File: config.mk
export PLATFORM = sky130hd
export DESIGN_NAME = ufmt_fifo
export DESIGN_NICKNAME = d
export VERILOG_FILES = /design/src/ufmt_fifo.sv
export SDC_FILE = /design/constraint.sdc
export NUM_CORES = 1
export LEC_CHECK = 0
export ABC_AREA = 1
export BUFFER_PORTS_ARGS = -buffer_cell sky130_fd_sc_hd__buf_2
export CORE_MARGIN = 2
export CORE_UTILIZATION = 49
export DETAILED_ROUTE_END_ITERATION = 8
export PLACE_DENSITY_LB_ADDON = 0.08
export REMOVE_ABC_BUFFERS = 1
export SYNTH_ARGS = -nofsm -noshare
export SYNTH_HDL_FRONTEND = slang
export SYNTH_SLANG_ARGS = --single-unit
File: constraint.sdc
create_clock -name clk -period 1.45 [get_ports clk]
set_input_delay 0.145 -clock clk [delete_from_list [all_inputs] [get_ports clk]]
set_output_delay 0.145 -clock clk [all_outputs]
set_load 0.005 [all_outputs]
File: src/ufmt_fifo.sv
`timescale 1ns / 1ps
`default_nettype none
// ----------------------------------------------------------------------------
// ufmt_fifo
// Small register queue with full/empty flags.
// ----------------------------------------------------------------------------
module ufmt_fifo #(
  parameter int WIDTH = 8,
  parameter int DEPTH = 2
) (
  input  wire logic             clk,
  input  wire logic             rst_n,
  input  wire logic             wr_en,
  input  wire logic [WIDTH-1:0] wdata,
  output logic                  full,
  input  wire logic             rd_en,
  output logic      [WIDTH-1:0] rdata,
  output logic                  empty
);

  localparam int PTR_W = (DEPTH > 1) ? $clog2(DEPTH) : 1;
  localparam int CNT_W = $clog2(DEPTH + 1);

  logic [WIDTH-1:0] mem_r [DEPTH];
  logic [PTR_W-1:0] wptr_r, wptr_nxt, rptr_r, rptr_nxt;
  logic [CNT_W-1:0] cnt_r, cnt_nxt;
  logic             do_wr, do_rd;

  assign full  = (cnt_r == CNT_W'(DEPTH));
  assign empty = (cnt_r == '0);
  assign rdata = mem_r[rptr_r];
  assign do_wr = wr_en && !full;
  assign do_rd = rd_en && !empty;

  always_comb begin
    wptr_nxt = wptr_r;
    rptr_nxt = rptr_r;
    cnt_nxt  = cnt_r;
    if (do_wr) begin
      wptr_nxt = (wptr_r == PTR_W'(DEPTH - 1)) ? '0 : wptr_r + 1'b1;
    end
    if (do_rd) begin
      rptr_nxt = (rptr_r == PTR_W'(DEPTH - 1)) ? '0 : rptr_r + 1'b1;
    end
    if (do_wr && !do_rd) begin
      cnt_nxt = cnt_r + 1'b1;
    end else if (do_rd && !do_wr) begin
      cnt_nxt = cnt_r - 1'b1;
    end
  end

  always_ff @(posedge clk) begin
    if (!rst_n) begin
      wptr_r <= '0;
      rptr_r <= '0;
      cnt_r  <= '0;
    end else begin
      wptr_r <= wptr_nxt;
      rptr_r <= rptr_nxt;
      cnt_r  <= cnt_nxt;
    end
  end

  always_ff @(posedge clk) begin
    if (do_wr) begin
      mem_r[wptr_r] <= wdata;
    end
  end

endmodule

`default_nettype wire

**Word-level counts from Yosys, hierarchy flattened**

Memories as Yosys holds them, arrays and structs flattened. A register that Yosys moved wholly into a read port is not among the register bits.
Index checks and enable logic that the tools add are counted.

- Reduce and logical (&&, ||, !) cells: 10
- Muxes and demuxes: 8
- Eq/ne operators: 1
- Add/subtract/negate cells: 4

Operator list:

| kind | number |
|---|---|
| two-way mux 1 bit | 6 |
| logical AND 1 bit | 4 |
| logical NOT 1 bit | 4 |
| two-way mux 2 bit | 2 |
| adder 1 bit (second input constant) | 2 |
| adder 2 x 1 -> 2 bit (second input constant) | 1 |
| equality test 2 bit (second input constant) | 1 |
| logical NOT 2 bit | 1 |
| nonzero test 2 bit | 1 |
| subtractor 2 x 1 -> 2 bit (second input constant) | 1 |

- Bits in registers: 4
- Output and inout port bits: 10
- Bits of input ports: 12
- Memory bits (writable): 16
- Word-level logic and storage cells: 27
- Memories: 1

Memory list:

| name | depth | bits a word | rd ports | clocked after memory_dff | wr ports | line | text |
|---|---|---|---|---|---|---|---|
| mem_r | 2 | 8 | 1 | 1 | 1 | 24 | `logic [WIDTH-1:0] mem_r [DEPTH];` |

**Logic depth before layout (Yosys ltp)**

- Depth after elaboration: 7
- Gate-level depth with buffers: 10
- Gate-level depth less buffers: 10

**Worst setup path after synthesis**

OpenSTA, ideal clock, no wires.

- Path type: flip-flop to flip-flop
- From: register cnt_r[0]
- To: register cnt_r[1]
- Cell stages (with the launch flop): 10
- Setup time: 0.064 ns
- Data required time: 1.386 ns
- Arrival: 1.230 ns
- Slack: 0.156 ns
- Period minus slack after synthesis: 1.294 ns
- Buffers on the path: 0
- Cell sequence: dfxtp_1 nor2_1 nor2_2 inv_1 ha_1 inv_1 nand3_1 nand2_1 inv_1 nor2_1

- Word-level cells in the longest chain between the ends: 6
- Elaborated cells between the ends (all ways): 15
- Classes of those cells: add/sub: 2; eq/ne: 1; mux: 2; reduce/logical: 10

RTL lines:

| what | line | text |
|---|---|---|
| start, declared | 26 | `logic [CNT_W-1:0] cnt_r, cnt_nxt;` |
| start signal, assigned | 60 | `cnt_r <= cnt_nxt;` |
| logical NOT 2 bit * | 30 | `assign empty = (cnt_r == '0);` |
| net empty | 18 | `output logic empty` |
| logical NOT 1 bit * | 33 | `assign do_rd = rd_en && !empty;` |
| logical AND 1 bit * | 33 |  |
| logical NOT 1 bit | 45 | `if (do_wr && !do_rd) begin` |
| logical AND 1 bit | 45 |  |
| two-way mux 2 bit / nonzero test 2 bit (equally long branches) | -- |  |

The timed path passes the listed nets; every way through them passes the cells marked *. The select of a mux whose other input is x is not followed.
A chain may end at the register's enable or synchronous reset.

==> flow_metrics.py <==
metrics = {
    "place": {
        "post-dp-hpwl_um": 923,
        "place_congestion": 0.683,
        "pre_cts_ws_ns": 0.0556,
        "dpl-instance-area_um2": 958,
        "io_buffers": 21,
    },
    "power": {
        "p_switching_uw": 469,
        "p_seq_frac": 0.528,
        "p_sw_frac": 0.294,
        "finalPower_mw": 1.60,
        "power-per-cell-area_nw_per_um2": 1590,
        "internal_power_mw": 1.13,
        "clkPwrFrac": 0.166,
        "p_leak_nw": 0.424,
        "comb_power_share": 0.306,
        "peakVddDrop_mv": 1.17,
    },
    "timing": {
        "tns_ns": 0,
        "final-setup-viol-count": 0,
        "finalHoldViolCount": 0,
        "period_minus_slack_ns": 1.36,
        "fmax_mhz": 736,
        "final.setup_skew_ns": 0.00125,
        "relSlewSlack": 0.870,
        "min_period_over_period": 0.937,
        "setup_ws_ns": 0.0910,
        "drv_slew": 0,
        "worstMarginPinSlew_ns": 0.195,
    },
    "synthesis": {
        "synth_edf_count": 16,
        "netlist_area_um2": 823,
        "synth-seq-cells": 21,
        "synthTopCellsByArea": "edfxtp_1 (58%), dfxtp_1 (12%), mux2_2 (11%), nor2_1 (4.6%), inv_1 (3.6%)",
        "synth_top_area_frac": 0.584,
        "synthFlopType": "edfxtp_1",
        "synthCells": 63,
        "yosys.cell_types.count": 15,
        "yosysSeqAreaShare": 0.705,
        "ys_async_sr_fraction": 0,
        "synth_top_area_cell": "edfxtp_1",
        "syn_avg_cell_area_um2": 13.1,
        "synth_warnings": 0,
    },
    "hold_path": {
        "timing.hold.worst.class": "in -> reg",
        "min_path_cells": 1,
        "holdPathEnd": "mem_r[0][6]",
        "worstHoldStart": "wdata[6]",
    },
    "setup_path": {
        "rrSetupSlack_ns": 0.11,
        "worstPathArrival_ns": 1.21,
        "r2r_cells": 9,
        "crit_path_end_kind": "output pin",
        "start_kind": "flop",
        "critPathMaxFanout": 8,
        "r2r-end": "cnt_r[1]",
        "path_class": "reg -> out",
        "crit-reg2reg-launch": "cnt_r[1]",
        "worstPathRequired_ns": 1.31,
    },
    "finish": {
        "nFillCells": 131,
        "diodes": 0,
        "drive_gt1_frac": 0.456,
        "syn_to_final_growth_pct": 22.3,
        "final_core_util": 0.653,
        "final_cell_area_um2": 1010,
        "nets": 104,
    },
    "detailed_routing": {
        "routed_wl_um": 1220,
        "vias": 527,
        "drt_iter0_markers": 9,
        "wl_per_cell_um": 11.5,
        "viasPerCell": 4.97,
        "post-route-drc-count": 0,
        "drt-pass1-iter-count": 4,
        "ant_nets": 0,
    },
    "floorplan": {
        "die-area_um2": 2020,
        "start_util": 0.534,
        "coreArea_um2": 1540,
        "die_w_um": 45.0,
        "fp.dieH_um": 45.0,
        "io_pins": 22,
        "rows": 14,
    },
    "clock_tree": {
        "cts_buffer_depth": 2,
        "htree_levels": 1,
        "cts_buffers": 3,
        "clk_latency_ns": 0.28,
        "cts.sinks": 21,
        "clk_pin_slew_ns": 0.11,
        "cts_tree": "done",
        "cts_root_buffer": "clkbuf_4",
    },
    "outcome": {
        "run_status": "finished, final reports clean",
    },
    "global_route": {
        "grt_pass1_vias": 494,
        "grt-ovfl-total": 0,
        "grt_max_degree": 12,
        "grt_util_all_layers": 0.133,
        "grt_pass1_wl_um": 1850,
        "antenna_found_initial": 0,
    },
    "flow_run": {
        "maxCapViolations": 0,
    },
}
power groups by stage:
stage	logic, mW	clock network [mW]	registers (mW)
floorplan	0.303	0	0.835
global placement	0.459	0	0.849
detailed placement	0.462	0	0.859
CTS	0.466	0.271	0.846
global route	0.557	0.289	0.860
finish	0.489	0.265	0.843
final cells by class:
cell class / instances / area [um2] / area share
Multi-Input combinational cell: 32 / 216 / 0.215
Timing Repair Buffer: 24 / 128 / 0.127
Clock buffer: 4 / 26.3 / 0.0261
Sequential cell: 21 / 583 / 0.579
Tap cell: 16 / 20.0 / 0.0199
Inverter: 9 / 33.8 / 0.0335
repair_timing:
item	in CTS	in global routing
setup buffers	0	1
pin swaps	0	1
hold buffers	0	0
cloned	0	0
resized for setup	1	2
setup endpoints to repair	8	2
logic make-up after synthesis:
logic type | share of synthesized area
adders and majority gates | 0.0152
AOI/OAI and AO/OA | 0.0289
DFF | 0.705
buffers and inverters | 0.0471
and+or+nand+nor | 0.0942
muxes | 0.109
synth_stat cells, types with 2 or more instances:
cell / n
dfxtp_1: 5
nor2_1: 10
nand2_1: 6
o21ai_0: 2
edfxtp_1: 16
mux2_2: 8
inv_1: 8
how the worst max path moves through the flow:
| stage | endpoint | cells after the start | slack [ns] | startpoint |
|---|---|---|---|---|
| floorplan | cnt_r[1] | 9 | 0.16 | cnt_r[0] |
| global placement | cnt_r[1] | 9 | 0.09 | cnt_r[1] |
| detailed placement | cnt_r[1] | 9 | 0.06 | cnt_r[1] |
| CTS | cnt_r[1] | 9 | 0.03 | cnt_r[1] |
| global route | cnt_r[1] | 9 | -0.02 | cnt_r[1] |
| finish | rdata[0] | 2 | 0.09 | flop |
metal layers:
layer	routed length (um)	GRT usage	vias up
li1	-	-	267
met1	473	0.120	245
met2	672	0.266	13
met3	62	0.0400	2
met4	9	0.0529	0
met5	0	0	-
sequential cells by signal, indices dropped and copies added (netlist names), named ones only:
register / flops
cnt_r: 2
mem_r: 16
rptr_r: 1
wptr_r: 1
cell usage in the layout (no fill, tap or decap):
cell	Yosys	final
inv_2	1	1
mux2_2	8	8
nor2_1	10	10
o21ai_2	1	1
clkbuf_4	0	3
dfxtp_1	5	3
buf_2	1	21
clkbuf_1	0	1
inv_1	8	8
o21ai_0	2	2
nand3_1	1	1
dfxtp_2	0	2
edfxtp_1	16	16
buf_4	0	3
nand4_1	1	1
ha_4	0	1
nor2_2	1	1
a21oi_1	1	1
nand2_1	6	6
critical path, stage by stage, from the launching register on:
cell	delay (ns)
dfxtp_2	0.45
mux2_2	0.36
buf_2	0.12
through the flow:
stage	hold WS, ns	instances
after floorplan	0.244	62
after global placement	0.333	101
after detailed placement	0.336	101
after CTS	0.0319	105
after global routing	0.0183	106
final	0.0389	106
No activity file was read; power rests on OpenSTA's default activity.
