[src/ufmt_pkg.sv]
`timescale 1ns / 1ps
`default_nettype none
// ----------------------------------------------------------------------------
// ufmt_pkg
// Shared types and constants of the UDP flow meter table.
// ----------------------------------------------------------------------------
package ufmt_pkg;

  localparam int FLOW_ENTRIES_DEF = 1024;

  localparam logic [31:0] SAMPLE_RESET = 32'd65536;

  // service port list
  localparam logic [15:0] SVC_LOW_LIMIT = 16'd1024;
  localparam logic [15:0] SVC_PORT_A    = 16'd4789;
  localparam logic [15:0] SVC_PORT_B    = 16'd8472;
  localparam logic [15:0] SVC_PORT_C    = 16'd51820;

  // register map (word index)
  localparam logic REG_SAMPLE_THR = 1'b0;

  // flow key: two addresses, two ports and the pid
  localparam int KEY_W   = 128;
  localparam int STAMP_W = 64;

  typedef struct packed {
    logic [31:0] caddr;
    logic [31:0] saddr;
    logic [15:0] cport;
    logic [15:0] sport;
    logic [31:0] pid;
  } flow_key_t;

  // classified request from front to back
  typedef struct packed {
    logic        send;
    logic        server;
    flow_key_t   key;
    logic [15:0] len;
    logic [63:0] now;
  } cmd_t;

  typedef struct packed {
    logic        report_kind;
    logic        local_role;
    logic        traffic_dir;
    flow_key_t   key;
    logic [15:0] reported_len;
    logic [63:0] sent_total;
    logic [63:0] recv_total;
    logic [63:0] flow_age;
  } res_t;

  // per-entry counters held in the data memory
  typedef struct packed {
    logic [63:0] sent;
    logic [63:0] recv;
    logic [63:0] first;
    logic [63:0] flushed;
  } cnt_t;

endpackage

`default_nettype wire

[src/ufmt_fifo.sv]
`timescale 1ns / 1ps
`default_nettype none
// ----------------------------------------------------------------------------
// ufmt_fifo
// Small register queue with full/empty flags.
// ----------------------------------------------------------------------------
module ufmt_fifo #(
  parameter int WIDTH = 8,
  parameter int DEPTH = 2
) (
  input  wire logic             clk,
  input  wire logic             rst_n,
  input  wire logic             wr_en,
  input  wire logic [WIDTH-1:0] wdata,
  output logic                  full,
  input  wire logic             rd_en,
  output logic      [WIDTH-1:0] rdata,
  output logic                  empty
);

  localparam int PTR_W = (DEPTH > 1) ? $clog2(DEPTH) : 1;
  localparam int CNT_W = $clog2(DEPTH + 1);

  logic [WIDTH-1:0] mem_r [DEPTH];
  logic [PTR_W-1:0] wptr_r, wptr_nxt, rptr_r, rptr_nxt;
  logic [CNT_W-1:0] cnt_r, cnt_nxt;
  logic             do_wr, do_rd;

  assign full  = (cnt_r == CNT_W'(DEPTH));
  assign empty = (cnt_r == '0);
  assign rdata = mem_r[rptr_r];
  assign do_wr = wr_en && !full;
  assign do_rd = rd_en && !empty;

  always_comb begin
    wptr_nxt = wptr_r;
    rptr_nxt = rptr_r;
    cnt_nxt  = cnt_r;
    if (do_wr) begin
      wptr_nxt = (wptr_r == PTR_W'(DEPTH - 1)) ? '0 : wptr_r + 1'b1;
    end
    if (do_rd) begin
      rptr_nxt = (rptr_r == PTR_W'(DEPTH - 1)) ? '0 : rptr_r + 1'b1;
    end
    if (do_wr && !do_rd) begin
      cnt_nxt = cnt_r + 1'b1;
    end else if (do_rd && !do_wr) begin
      cnt_nxt = cnt_r - 1'b1;
    end
  end

  always_ff @(posedge clk) begin
    if (!rst_n) begin
      wptr_r <= '0;
      rptr_r <= '0;
      cnt_r  <= '0;
    end else begin
      wptr_r <= wptr_nxt;
      rptr_r <= rptr_nxt;
      cnt_r  <= cnt_nxt;
    end
  end

  always_ff @(posedge clk) begin
    if (do_wr) begin
      mem_r[wptr_r] <= wdata;
    end
  end

endmodule

`default_nettype wire

[src/ufmt_front.sv]
`timescale 1ns / 1ps
`default_nettype none
// ----------------------------------------------------------------------------
// ufmt_front
// Filters packet events, decides the local role, normalizes the key and
// queues the request for the table engine.
// ----------------------------------------------------------------------------
module ufmt_front
  import ufmt_pkg::*;
(
  input  wire logic        clk,
  input  wire logic        rst_n,
  input  wire logic        push,
  output logic             full,
  input  wire logic        req_type,
  input  wire logic [31:0] local_addr,
  input  wire logic [31:0] remote_addr,
  input  wire logic [15:0] local_port,
  input  wire logic [15:0] remote_port,
  input  wire logic [31:0] process_id,
  input  wire logic [15:0] pkt_len,
  input  wire logic [63:0] tick_time,
  input  wire logic        cmd_pop,
  output cmd_t             cmd_data,
  output logic             cmd_empty
);

  logic dropped, lsvc, rsvc, server, q_wr;
  cmd_t cmd;

  function automatic logic is_svc(input logic [15:0] p);
    return (p < SVC_LOW_LIMIT) || (p == SVC_PORT_A) || (p == SVC_PORT_B) ||
           (p == SVC_PORT_C);
  endfunction

  assign lsvc    = is_svc(local_port);
  assign rsvc    = is_svc(remote_port);
  assign dropped = (local_addr == '0) || (!req_type && (pkt_len == '0));

  always_comb begin
    if (req_type) begin
      if (rsvc)      server = 1'b0;
      else if (lsvc) server = 1'b1;
      else           server = !(local_port > remote_port);
    end else begin
      if (lsvc)      server = 1'b1;
      else if (rsvc) server = 1'b0;
      else           server = !(remote_port > local_port);
    end
  end

  always_comb begin
    cmd.send   = req_type;
    cmd.server = server;
    cmd.len    = pkt_len;
    cmd.now    = tick_time;
    cmd.key.pid = process_id;
    if (server) begin
      cmd.key.caddr = remote_addr;
      cmd.key.saddr = local_addr;
      cmd.key.cport = remote_port;
      cmd.key.sport = local_port;
    end else begin
      cmd.key.caddr = local_addr;
      cmd.key.saddr = remote_addr;
      cmd.key.cport = local_port;
      cmd.key.sport = remote_port;
    end
  end

  assign q_wr = push && !full && !dropped;

  ufmt_fifo #(
    .WIDTH ($bits(cmd_t)),
    .DEPTH (2)
  ) u_cmd_q (
    .clk   (clk),
    .rst_n (rst_n),
    .wr_en (q_wr),
    .wdata (cmd),
    .full  (full),
    .rd_en (cmd_pop),
    .rdata (cmd_data),
    .empty (cmd_empty)
  );

endmodule

`default_nettype wire

[config.mk]
export PLATFORM = sky130hd
export DESIGN_NAME = ufmt_front
export DESIGN_NICKNAME = d
export VERILOG_FILES = /design/src/ufmt_pkg.sv /design/src/ufmt_fifo.sv /design/src/ufmt_front.sv
export SDC_FILE = /design/constraint.sdc
export NUM_CORES = 1
export LEC_CHECK = 0
export ABC_CLOCK_PERIOD_IN_PS = 26000
export BUFFER_PORTS_ARGS = -buffer_cell sky130_fd_sc_hd__clkbuf_2
export CAP_MARGIN = 20
export CORE_AREA = 10 10 218 200
export CTS_CLUSTER_SIZE = 30
export DETAILED_ROUTE_END_ITERATION = 10
export DIE_AREA = 0 0 228 210
export GPL_TIMING_DRIVEN = 0
export PLACE_DENSITY = 0.68
export RECOVER_POWER = 50
export SETUP_SLACK_MARGIN = 0.3
export SLEW_MARGIN = 20
export SYNTH_ARGS = -nofsm -noshare
export SYNTH_HDL_FRONTEND = slang
export SYNTH_SLANG_ARGS = --single-unit
[constraint.sdc]
create_clock -name clk -period 26 [get_ports clk]
set_input_delay 1.3 -clock clk [delete_from_list [all_inputs] [get_ports clk]]
set_output_delay 1.3 -clock clk [all_outputs]
set_load 0.02 [all_outputs]
# ---- Word-level counts from Yosys, hierarchy flattened
# Memory sizes are Yosys's and may differ from the RTL's. A register that Yosys moved wholly into a read port is not among the register bits.
# Cells that the tools add are included.
dict set report classes {
  muxes 14
  n_addsub 4
  n_eq_ne 7
  order_cmp 4
  reduce_logical 26
}
# op count
set op_table {}
lappend op_table {{96-bit 2-to-1 mux} 1}
lappend op_table {{16-bit by 13-bit equality test with 1-bit output (second input constant)} 2}
lappend op_table {{16-bit by 14-bit equality test with 1-bit output (second input constant)} 2}
lappend op_table {{16-bit equality test (second input constant)} 2}
lappend op_table {{16-bit greater-than comparator} 2}
lappend op_table {{32-bit zero test} 1}
lappend op_table {{16-bit by 11-bit < comparator with 1-bit output (second input constant)} 2}
lappend op_table {{16-bit zero test} 1}
lappend op_table {{1-bit 2-to-1 mux} 11}
lappend op_table {{1-bit zero test} 8}
lappend op_table {{1-bit logical AND} 7}
lappend op_table {{1-bit logical OR} 7}
lappend op_table {{2-bit 2-to-1 mux} 2}
lappend op_table {{1-bit adder (second input constant)} 2}
lappend op_table {{2-bit by 1-bit adder with 2-bit output (second input constant)} 1}
lappend op_table {{2-bit equality test (second input constant)} 1}
lappend op_table {{2-bit zero test} 1}
lappend op_table {{2-bit nonzero test} 1}
lappend op_table {{2-bit by 1-bit subtractor with 2-bit output (second input constant)} 1}
dict set report totals {
  wordCells 59
  ramBits 420
  out_inout_bits 212
  memories 1
  regBits 4
}
# memory depth word_bits read_ports rd_clocked_by_memory_dff wr line
set memory_table {}
lappend memory_table {u_cmd_q.mem_r 2 210 1 1 1 ufmt_fifo.sv:24} ;# logic [WIDTH-1:0] mem_r [DEPTH];

# ---- Depth between registers and ports, before layout
# Gate-level depths: netlist of run 1.
dict set report depth {
  ltp_word 10
  mapped_depth 11
}

# ---- By module
# Synthesis of run 1 repeated with hierarchy kept, for this count alone.
dict set report hier_totals {
  hier_cells 888
  area_unflattened_um2 17488.0
}
# module instances cells_per_inst area_each_um2 seq_area_each_um2
set by_module_without_submodules {}
lappend by_module_without_submodules {ufmt_fifo 1 678 15456.1 12712.2}
lappend by_module_without_submodules {ufmt_front 1 210 2031.9 0.0}

# ---- Least setup slack after synthesis of run 1
# No wires, ideal clock.
dict set report synth_timing {
  path_type {input-to-reg}
  from {input local_addr[1]}
  to {register u_cmd_q.wptr_r}
  arrival_ns 16.753
  n_path_buf 0
  cell_stages 5
  setup_slack_ns 9.123
  cell_sequence {nor4_1 -> nand4_1 -> o221ai_1 -> nor3_1 -> o21a_1}
}
dict set report synth_between {
  elab_chain_cells 5
}
# item line
set synth_rtl {}
lappend synth_rtl {{start, declared} ufmt_front.sv:16} ;# input wire logic [31:0] local_addr,
lappend synth_rtl {{32-bit zero test} ufmt_front.sv:38} ;# assign dropped = (local_addr == '0) || (!req_type && (pkt_len == '0));
lappend synth_rtl {{1-bit logical OR} ufmt_front.sv:38}
lappend synth_rtl {{1-bit zero test} ufmt_front.sv:71} ;# assign q_wr = push && !full && !dropped;
lappend synth_rtl {{1-bit logical AND} ufmt_front.sv:71}
lappend synth_rtl {{1-bit logical AND} ufmt_fifo.sv:32} ;# assign do_wr = wr_en && !full;
lappend synth_rtl {{end signal, assigned} ufmt_fifo.sv:58} ;# wptr_r <= wptr_nxt;
lappend synth_rtl {{end, declared} ufmt_fifo.sv:25} ;# logic [PTR_W-1:0] wptr_r, wptr_nxt, rptr_r, rptr_nxt;
# Every way passes these cells.
# A chain may end at the register's enable or synchronous reset.

# ---- Worst setup path after layout of run 1
dict set report layout_timing {
  from {input req_type}
  to {memory u_cmd_q.mem_r[1][152] (netlist bit) (enable)}
}
dict set report layout_between {
  elab_chain_cells 8
}
# item line
set layout_rtl {}
lappend layout_rtl {{start, declared} ufmt_front.sv:15} ;# input wire logic req_type,
lappend layout_rtl {{1-bit zero test} ufmt_front.sv:38}
lappend layout_rtl {{1-bit logical AND} ufmt_front.sv:38}
lappend layout_rtl {{1-bit logical OR} ufmt_front.sv:38}
lappend layout_rtl {{1-bit zero test} ufmt_front.sv:71}
lappend layout_rtl {{1-bit logical AND} ufmt_front.sv:71}
lappend layout_rtl {{1-bit logical AND} ufmt_fifo.sv:32}
lappend layout_rtl {{net u_cmd_q.do_wr} ufmt_fifo.sv:27} ;# logic do_wr, do_rd;
lappend layout_rtl {{1-bit 2-to-1 mux} ufmt_fifo.sv:65} ;# if (do_wr) begin
lappend layout_rtl {{1-bit 2-to-1 mux (implied by the code)} ufmt_fifo.sv:66} ;# mem_r[wptr_r] <= wdata;
lappend layout_rtl {{end, declared} ufmt_fifo.sv:24}
# The timed path passes the listed nets, and every way through them passes these cells.

==> results of run 1 <==
[power breakdown]
group / total [mW] / leakage, nW / switching [mW] / internal [mW]
Combinational: 0.622 / 3.25 / 0.390 / 0.232
Sequential: 0.887 / 3.96 / 0.0191 / 0.868
Clock: 0.594 / 0.655 / 0.252 / 0.342
Total: 2.10 / 7.87 / 0.661 / 1.44
[stage by stage]
step / setup slack [ns] / utilization [%] / instances / instance area (µm²) / hold WS (ns)
2_1_floorplan: 9.12 / - / 886 / 17300 / 0.487
3_3_place_gp: -0.457 / 51.6 / 1842 / 20100 / 0.501
3_5_place_dp: 21.57 / 52.5 / 1873 / 20400 / 0.523
4_1_cts: 21.74 / 56.0 / 1953 / 21800 / 0.532
5_1_grt: 19.48 / 55.2 / 1954 / 21500 / 0.587
6_report: 19.98 / 55.2 / 1955 / 21500 / 0.527
[worst max-delay path: stages]
cell	delay, ns
clkbuf_1	0.38
nor4_1	0.16
nand4_1	0.15
nor4_1	0.10
nor2_1	0.19
and2_0	1.72
clkbuf_1	1.84
buf_16	0.33
[Yosys cell counts, types with 2 or more instances]
library cell and n:
nand4b_1 4, buf_6 5, nor4bb_1 3, and2_1 4, buf_2 6, o221ai_1 2
or4_1 2, a21boi_0 2, nand4_1 7, clkbuf_1 23, nor4b_1 2, nor4_1 12
nor2_1 6, mux2_2 277, inv_1 18, xnor2_1 2, o311ai_0 2, ha_1 17
dfxtp_1 5, nand3_1 2, a21oi_1 6, nand2_1 2, nor3_1 3, edfxtp_1 420
a41oi_1 2, or3_1 3, o21ai_0 4, nor2b_1 2, mux2_4 29
[layer usage]
| layer | vias to the layer above | wire length [µm] |
|---|---|---|
| li1 | 4563 | - |
| met3 | 59 | 3780 |
| met1 | 4955 | 18200 |
| met5 | - | 57 |
| met2 | 342 | 22800 |
| met4 | 8 | 855 |
[area by class of cell]
class,count,area [µm²],area share (%)
Sequential cell,425,12700,59.1
Multi-Input combinational cell,409,4360,20.3
Timing Repair Buffer,455,2190,10.2
Clock buffer,54,1140,5.29
Tap cell,532,666,3.09
Clock inverter,26,218,1.01
Buffer,34,150,0.698
Inverter,18,67.6,0.314
Antenna cell,2,5.00,0.0233
[sequential cells by signal, summed over array words and instances (netlist names), named ones only]
signal and cells:
u_cmd_q.rptr_r 1, u_cmd_q.cnt_r 2, u_cmd_q.mem_r 420, u_cmd_q.wptr_r 1
[worst min-delay path by stage]
stage	from	to	slack, ns	cells past startpoint
3_5_place_dp	u_cmd_q.cnt_r[1]$_SDFFE_PN0P_	u_cmd_q.cnt_r[1]$_SDFFE_PN0P_	0.52	2
3_3_place_gp	u_cmd_q.cnt_r[1]$_SDFFE_PN0P_	u_cmd_q.cnt_r[1]$_SDFFE_PN0P_	0.50	2
4_1_cts	u_cmd_q.cnt_r[1]$_SDFFE_PN0P_	u_cmd_q.cnt_r[1]$_SDFFE_PN0P_	0.53	2
6_report	u_cmd_q.cnt_r[1]$_SDFFE_PN0P_	u_cmd_q.cnt_r[1]$_SDFFE_PN0P_	0.53	2
5_1_grt	u_cmd_q.cnt_r[1]$_SDFFE_PN0P_	u_cmd_q.cnt_r[1]$_SDFFE_PN0P_	0.59	2
2_1_floorplan	u_cmd_q.cnt_r[1]$_SDFFE_PN0P_	u_cmd_q.cnt_r[1]$_SDFFE_PN0P_	0.49	2
[logic make-up after synthesis]
family,share of synthesized area (%)
flops,73.4
mux,20.5
simple gates,2.22
buf+inv,1.39
compound gates,1.06
fa+ha+maj,1.23
xor+xnor,0.152
==> metrics.txt, run 1 <==
status finished with violations; failing checks capacitance limit, slew limit; number of distinct library cells after synthesis 43; FFs w/ async S/R, synth 0%; DP HPWL 34300 µm; Peak VDD IR 0.0572 mV; mean post-synth cell area 19.5 µm²; DRC viols 0; cell count after synthesis 886; CP Data Arrival Time 6.25 ns; post-CTS setup buffers 0; GPL Wtd Cong 0.857; vias in the first global route 10700; clock slew at reported path FFs 0.06 ns; Final Total Pwr 2.10 mW; Routed Antenna Nets 0; final cycle utilization of the critical path 23.2%; CTS resizes 0; GRT Total Usage 18.6%; cell count of the worst reg-to-reg path 5; Clock Skew 0.00766 ns; GR Layer Usage met2 31.6%; syn nets 1116; clock tree buffer depth 3; final net count 1617; first-pass GRT wire length 67600 µm; CTS root buffer clkbuf_16; fin crit period 6.02 ns; # hold bufs at CTS 0; Initial DRC Count 710; FILL cells 3151; FP Rows 69; met1 Use GR 22.2%; kind of critical path primary input to flop; most common cell after layout, fill and taps aside edfxtp_1; worst relative slew slack -77.6%; largest net degree at the start of global routing 52; CTS tree done; FF-to-FF End u_cmd_q.mem_r[1][152]$_DFFE_PP_; io pins 425; CP Launch Type primary input; global route hottest layer met2; Synth area leader edfxtp_1; setup violators final 0; commonest cells after routing, fill and taps aside edfxtp_1 (420), clkbuf_2 (330), mux2_2 (276); PwrDens 97.8 nW/µm²; RSZ-0062 raised after global routing false; Area Growth Syn to Fin 24.2%; CP Capture Type flop; flop-to-flop setup slack 20.87 ns; Congestion Overflow GR 0; wire per inst 23.3 µm; post-synthesis sequential area ratio 73.4%; maximum clock frequency 166 MHz; drt first pass iters 5; Die Ht 210 µm; final wirelength 45600 µm; Reg2Reg Launch Point u_cmd_q.cnt_r[0]$_SDFFE_PN0P_; initial antenna violation count 6; number of flops mapped to enable cells by yosys 420; Max Cap Viol 3; Worst Setup SP req_type; crit path to u_cmd_q.mem_r[1][152]$_DFFE_PP_; share of cells above drive strength 1 50.0%; Max Slew Vio Count 119; number of clock buffers inserted by TritonCTS 44; Synth top area share 72.8%; FF+latch count, synth 425; Req. time, crit path 26.23 ns; Die Wd 228 µm; detailed-route via count 9927; final hold violation count 0; clk sinks 425; top area cells in the synthesized netlist edfxtp_1 (73%), mux2_2 (18%), mux2_4 (2.5%); Vias per Instance 5.08; Mapped Area 17300 µm²; clk_lat worst skew 0.56 ns; CTS HTree Levels 2; met3 Use GR 6.24%; Static Leak 7.87 nW; Die Footprint 47900 µm²; Initial Util 44.5%; actual slew at the worst max-slew pin 2.66 ns; Port-buffer cells 424; Synth Warn # 0; ys flop type edfxtp_1; Crit Path Max Fanout 51; Worst Hold Class flop to flop; setup TNS 0 ns; Core Region 38900 µm²
Power figures use the tool's default switching activity.
==> inputs of run 2 (changes only) <==
Settings changed: ABC_CLOCK_PERIOD_IN_PS 26000 to 6150.
Clock period 26 ns to 6.15 ns, I/O delays scaled along.
==> metrics.txt, run 2 (synthesized netlist as in run 1, its figures left out) <==
Port-buffer cells 424 (unchanged); share of cells above drive strength 1 42.0% (-7.9 points); CTS root buffer clkbuf_16; met3 WL 3580 µm (-5.2%); Area Growth Syn to Fin 30.5%; crit path cell chain dlygate4sd3_1 -> clkbuf_1 -> nor4_1 -> nand4_1 -> nor4_1 -> nor3_1 -> clkbuf_1 -> clkbuf_1 -> buf_8 -> buf_8 -> buf_8; maximum clock frequency 246 MHz; Worst Hold Class primary input to flop; CP Launch Type primary input; crit path buf inv count 7 (+4); placement-stage cell area 20500 µm² (+0.39%); Die Footprint 47900 µm² (unchanged); drt first pass iters 5 (unchanged); utilization after layout 58.0% (+2.8 points); CP Capture Type flop; CTS tree done; initial antenna violation count 2 (-4); FILL cells 3016 (-4.3%); setup TNS 0 ns (unchanged); vias in the first global route 11200 (+4.7%); Core Region 38900 µm² (unchanged); M1 WL 18900 µm (+3.9%); setup violators final 0 (unchanged); most common cell after layout, fill and taps aside edfxtp_1; number of clock buffers inserted by TritonCTS 45 (+2.3%); Initial DRC Count 731 (+3.0%); detailed-route via count 10400 (+5.0%); highest metal used met5; RSZ-0062 raised after global routing false; Reg2Reg Launch Point u_cmd_q.cnt_r[0]$_SDFFE_PN0P_; CP Data Arrival Time 4.32 ns (-1.93 ns); largest net degree at the start of global routing 50 (-3.8%); Req. time, crit path 6.41 ns (-19.82 ns); final hold violation count 0 (unchanged); DRC viols 0 (unchanged); Die Wd 228 µm (unchanged); Top reg by flops u_cmd_q.mem_r; status finished clean; clock slew at reported path FFs 0.06 ns (about the same); PwrDens 395 nW/µm² (+300%); GPL Wtd Cong 0.816 (-4.7%); Vias per Instance 5.07 (-0.15%); kind of critical path primary input to flop; first-pass GRT wire length 69900 µm (+3.4%); Peak VDD IR 0.274 mV (+380%); CTS HTree Levels 2 (unchanged); max incr delay on CP 1.08 ns (-0.76 ns); clk sinks 425 (unchanged); final net count 1721 (+6.4%); clk_lat worst skew 0.56 ns (about the same); Top Registers u_cmd_q.mem_r: 420 flops, u_cmd_q.cnt_r: 2 flops; Worst Setup SP pkt_len[8]; Crit Path Max Fanout 15 (-71%); final wirelength 46300 µm (+1.4%); hold path start remote_addr[31]; Initial Util 44.5% (unchanged); Max Slew Vio Count 0 (-100%); actual slew at the worst max-slew pin 1.37 ns (-1.29 ns); Congestion Overflow GR 0 (unchanged); post-route cell area 22600 µm² (+5.0%); Final WS setup 2.08 ns (-17.90 ns); Die Ht 210 µm (unchanged); Static Leak 8.22 nW (+4.5%); Largest register FFs 420 (unchanged); Fin Hold WS 0.0780 ns (-0.449 ns); wire per inst 22.5 µm (-3.5%); Max Cap Viol 0 (-3); Critical-path top delay cell nor3_1; commonest cells after routing, fill and taps aside edfxtp_1 (420), clkbuf_2 (324), mux2_2 (239); Routed Antenna Nets 0 (unchanged); setup slack after placement 2.84 ns (-18.73 ns); final cycle utilization of the critical path 66.1%; GRT Total Usage 18.9% (+0.33 points); DP HPWL 33100 µm (-3.5%); fin crit period 4.07 ns; io pins 425 (unchanged); Clock Skew 0.0102 ns (+0.00252 ns); worst relative slew slack 7.73% (+85 points); post-CTS setup buffers 0 (unchanged); clock tree buffer depth 3 (unchanged); met2 routed WL 23000 µm (+0.79%); Crit path max-delay family buffers and inverters; FP Rows 69 (unchanged)
[run 2: changes by cell type in the layout (fill, tap and decap cells not counted), moves of 3 or more]
| cell | delta |
|---|---|
| mux2_1 | +66 |
| buf_2 | -6 |
| dlygate4sd3_1 | +113 |
| clkbuf_2 | -6 |
| buf_8 | +7 |
| buf_4 | -4 |
| nor4_1 | -3 |
| clkbuf_1 | -6 |
| buf_6 | -3 |
| mux2_4 | -29 |
| mux2_2 | -37 |
[run 2: path summary, 6_finish.rpt]
kind	endpoint	cells past startpoint	slack (ns)
min	u_cmd_q.mem_r[0][175]$_DFFE_PP_	2	0.08
max	u_cmd_q.mem_r[0][23]$_DFFE_PP_	11	2.08
max reg2reg	u_cmd_q.mem_r[0][23]$_DFFE_PP_	7	2.31
min reg2reg	u_cmd_q.cnt_r[1]$_SDFFE_PN0P_	2	0.56
[run 2: per-layer routing]
metal / global-route usage, % / up-vias
li1: - / 4761
met3: 5.96 / 57
met4: 4.92 / 2
met1: 23.2 / 5222
met5: 0 / -
met2: 31.9 / 377
[run 2: area by class of cell]
class	instances	area, µm²	area share, %
Tap cell	532	666	2.95
Inverter	18	67.6	0.299
Antenna cell	1	2.50	0.0111
Clock buffer	51	1150	5.08
Buffer	34	128	0.565
Timing Repair Buffer	558	3400	15.0
Multi-Input combinational cell	409	4290	19.0
Sequential cell	425	12700	56.3
Clock inverter	27	181	0.803
[run 2: where the power goes]
| part | switching [mW] | internal, mW | total [mW] |
|---|---|---|---|
| Combinational | 1.67 | 1.02 | 2.69 |
| Clock | 1.07 | 1.42 | 2.49 |
| Sequential | 0.0847 | 3.66 | 3.75 |
| Total | 2.82 | 6.10 | 8.93 |
[run 2: what timing repair did]
item | CTS | global route
hold buffers | 113 | 0
endpoints found under the hold margin | 228 | 0
resized for setup | 0 | 0
[run 2: worst register-to-register path, delay by kind of cell (launching register included)]
family | cells | cell delay [ns]
DFF | 1 | 0.46
and+or+nand+nor | 1 | 1.10
AOI/OAI and AO/OA | 1 | 0.15
buffers and inverters | 5 | 1.84
[run 2: stage by stage]
stage,cells,power (mW)
after global placement,1842,6.52
after detailed placement,1863,6.56
after floorplan,886,5.53
after CTS,2054,9.12
after global routing,2054,9.33
final,2055,8.93
==> inputs of run 3 (changes only) <==
Settings changed: ABC_CLOCK_PERIOD_IN_PS 6150 to 3300, PLACE_DENSITY 0.68 to 0.71.
Clock period 6.15 ns to 3.3 ns, I/O delays scaled along.
==> metrics.txt, run 3 (synthesized netlist as in run 1, its figures left out) <==
maximum clock frequency 336 MHz; FP Rows 69 (unchanged); final hold violation count 0 (unchanged); clock tree buffer depth 3 (unchanged); final net count 1804 (+4.8%); CTS tree done; Req. time, crit path 3.59 ns (-2.82 ns); FILL cells 2894 (-4.0%); PwrDens 718 nW/µm² (+82%); CTS root buffer clkbuf_16; Core Region 38900 µm² (unchanged); kind of critical path primary input to flop; Congestion Overflow GR 0 (unchanged); Routed Antenna Nets 0 (unchanged); Initial Util 44.5% (unchanged); initial antenna violation count 1 (-1); Peak VDD IR 0.543 mV (+99%); Max Cap Viol 0 (unchanged); global route hottest layer met2; Die Footprint 47900 µm² (unchanged); Worst Hold Class primary input to flop; Initial DRC Count 821 (+12%); setup violators final 0 (unchanged); CP Capture Type flop; commonest cells after routing, fill and taps aside edfxtp_1 (420), clkbuf_2 (340), mux2_2 (243); final cycle utilization of the critical path 90.3%; Port-buffer cells 424 (unchanged); status finished clean; diodes inserted 0 (-1); GRT Total Usage 19.6% (+0.67 points); fin crit period 2.98 ns; detailed-route via count 10900 (+4.7%); Crit Path Max Fanout 11 (-4); Top reg by flops u_cmd_q.mem_r; largest net degree at the start of global routing 53 (+6.0%); Clock Skew 0.0125 ns (+0.00235 ns); Final WS setup 0.321 ns (-1.76 ns); Die Wd 228 µm (unchanged); actual slew at the worst max-slew pin 1.10 ns (-0.271 ns); clk sinks 425 (unchanged); setup slack after placement 0.150 ns (-2.69 ns); number of clock buffers inserted by TritonCTS 43 (-4.4%); Static Leak 8.81 nW (+7.2%); vias in the first global route 11900 (+5.7%); clock slew at reported path FFs 0.06 ns (about the same); Max Slew Vio Count 0 (unchanged); worst relative slew slack 26.1% (+18 points); DRC viols 0 (unchanged); share of cells above drive strength 1 43.2% (+1.1 points); io pins 425 (unchanged); Vias per Instance 5.10 (+0.53%); clk_lat worst skew 0.55 ns (about the same); Top Registers u_cmd_q.mem_r: 420 flops, u_cmd_q.cnt_r: 2 flops; CP Data Arrival Time 3.27 ns (-1.05 ns); final wirelength 48100 µm (+4.0%); first-pass GRT wire length 72700 µm (+4.0%); GR Layer Usage met2 33.8% (+1.8 points); Die Ht 210 µm (unchanged); drt first pass iters 4 (-1); most common cell after layout, fill and taps aside edfxtp_1; wire per inst 22.5 µm (-0.13%); DP HPWL 33200 µm (about the same); GPL Wtd Cong 0.819 (+0.38%); met1 Use GR 23.3% (+0.11 points); CTS HTree Levels 2 (unchanged); met3 Use GR 5.64% (-0.32 points); Largest register FFs 420 (unchanged); utilization after layout 60.8% (+2.8 points); Area Growth Syn to Fin 36.7%; RSZ-0062 raised after global routing false; CP Launch Type primary input
-- run 3: changes by cell type in the layout (fill, tap and decap cells not counted), moves of 3 or more --
| cell | delta |
|---|---|
| clkbuf_2 | +16 |
| dlygate4sd3_1 | +86 |
| mux2_1 | -26 |
| buf_1 | -3 |
| buf_6 | +6 |
| mux2_4 | +22 |
| clkbuf_1 | -24 |
| nor4_1 | +3 |
| buf_4 | +3 |
| mux2_2 | +4 |
-- run 3: repair_timing --
item                                   4_1_cts  5_1_grt
buffers inserted                             0        0
endpoints found under the hold margin      393        0
hold buffers                               199        0
setup endpoints to repair                  110       90
gates resized for setup                      2       13
-- run 3: per-layer routing --
metal / wire, µm / part of all wire (%) / vias up
met5: 8 / 0.017 / -
met4: 1030 / 2.1 / 2
met3: 3450 / 7.2 / 65
met2: 24300 / 51 / 420
met1: 19300 / 40 / 5490
li1: - / - / 4930
-- run 3: power breakdown --
part	switching (mW)	internal [mW]	leakage (nW)
sequential	0.173	6.82	3.96
clock	2.00	2.81	0.673
combinational	3.15	2.05	4.17
-- run 3: final timing paths --
| check | cells past startpoint | startpoint | slack, ns | endpoint |
|---|---|---|---|---|
| setup / recovery | 12 | local_port[7] | 0.32 | u_cmd_q.mem_r[1][203]$_DFFE_PP_ |
| hold / removal | 2 | remote_port[3] | 0.02 | u_cmd_q.mem_r[1][115]$_DFFE_PP_ |
| setup reg to reg | 6 | u_cmd_q.cnt_r[0]$_SDFFE_PN0P_ | 0.53 | u_cmd_q.mem_r[0][161]$_DFFE_PP_ |
| hold reg to reg | 2 | u_cmd_q.cnt_r[1]$_SDFFE_PN0P_ | 0.53 | u_cmd_q.cnt_r[1]$_SDFFE_PN0P_ |
-- run 3: layout make-up --
class,instances,area (µm²),area share [%]
repair buffers,643,4310,18.2
plain buffers,34,174,0.735
well taps,532,666,2.81
inverters,18,67.6,0.285
flip-flops and latches,425,12700,53.7
clock inverters,25,224,0.946
clock buffers,54,1160,4.90
multi-input cells,409,4360,18.4
-- run 3: metrics by stage --
stage          hold WS (ns)  setup TNS (ns)  cell area (µm²)  instances  power (mW)
3_3_place_gp          0.355        -1383.63            20100       1842        12.1
4_1_cts            0.000733               0            23900       2140        17.2
5_1_grt              0.0128               0            23700       2140        17.7
3_5_place_dp          0.358               0            20500       1862        12.2
6_report             0.0244               0            23700       2140        17.0
2_1_floorplan         0.264         -566.67            17300        886        10.3
-- run 3: critical path, stage by stage --
cell      delay (ns)
clkbuf_2        0.14
inv_1           0.06
ha_1            0.32
a41oi_1         0.22
o21ai_1         0.11
a221o_1         0.35
o311ai_1        0.27
and3_1          0.20
buf_6           0.14
buf_6           0.17
clkbuf_1        0.74
mux2_4          0.37
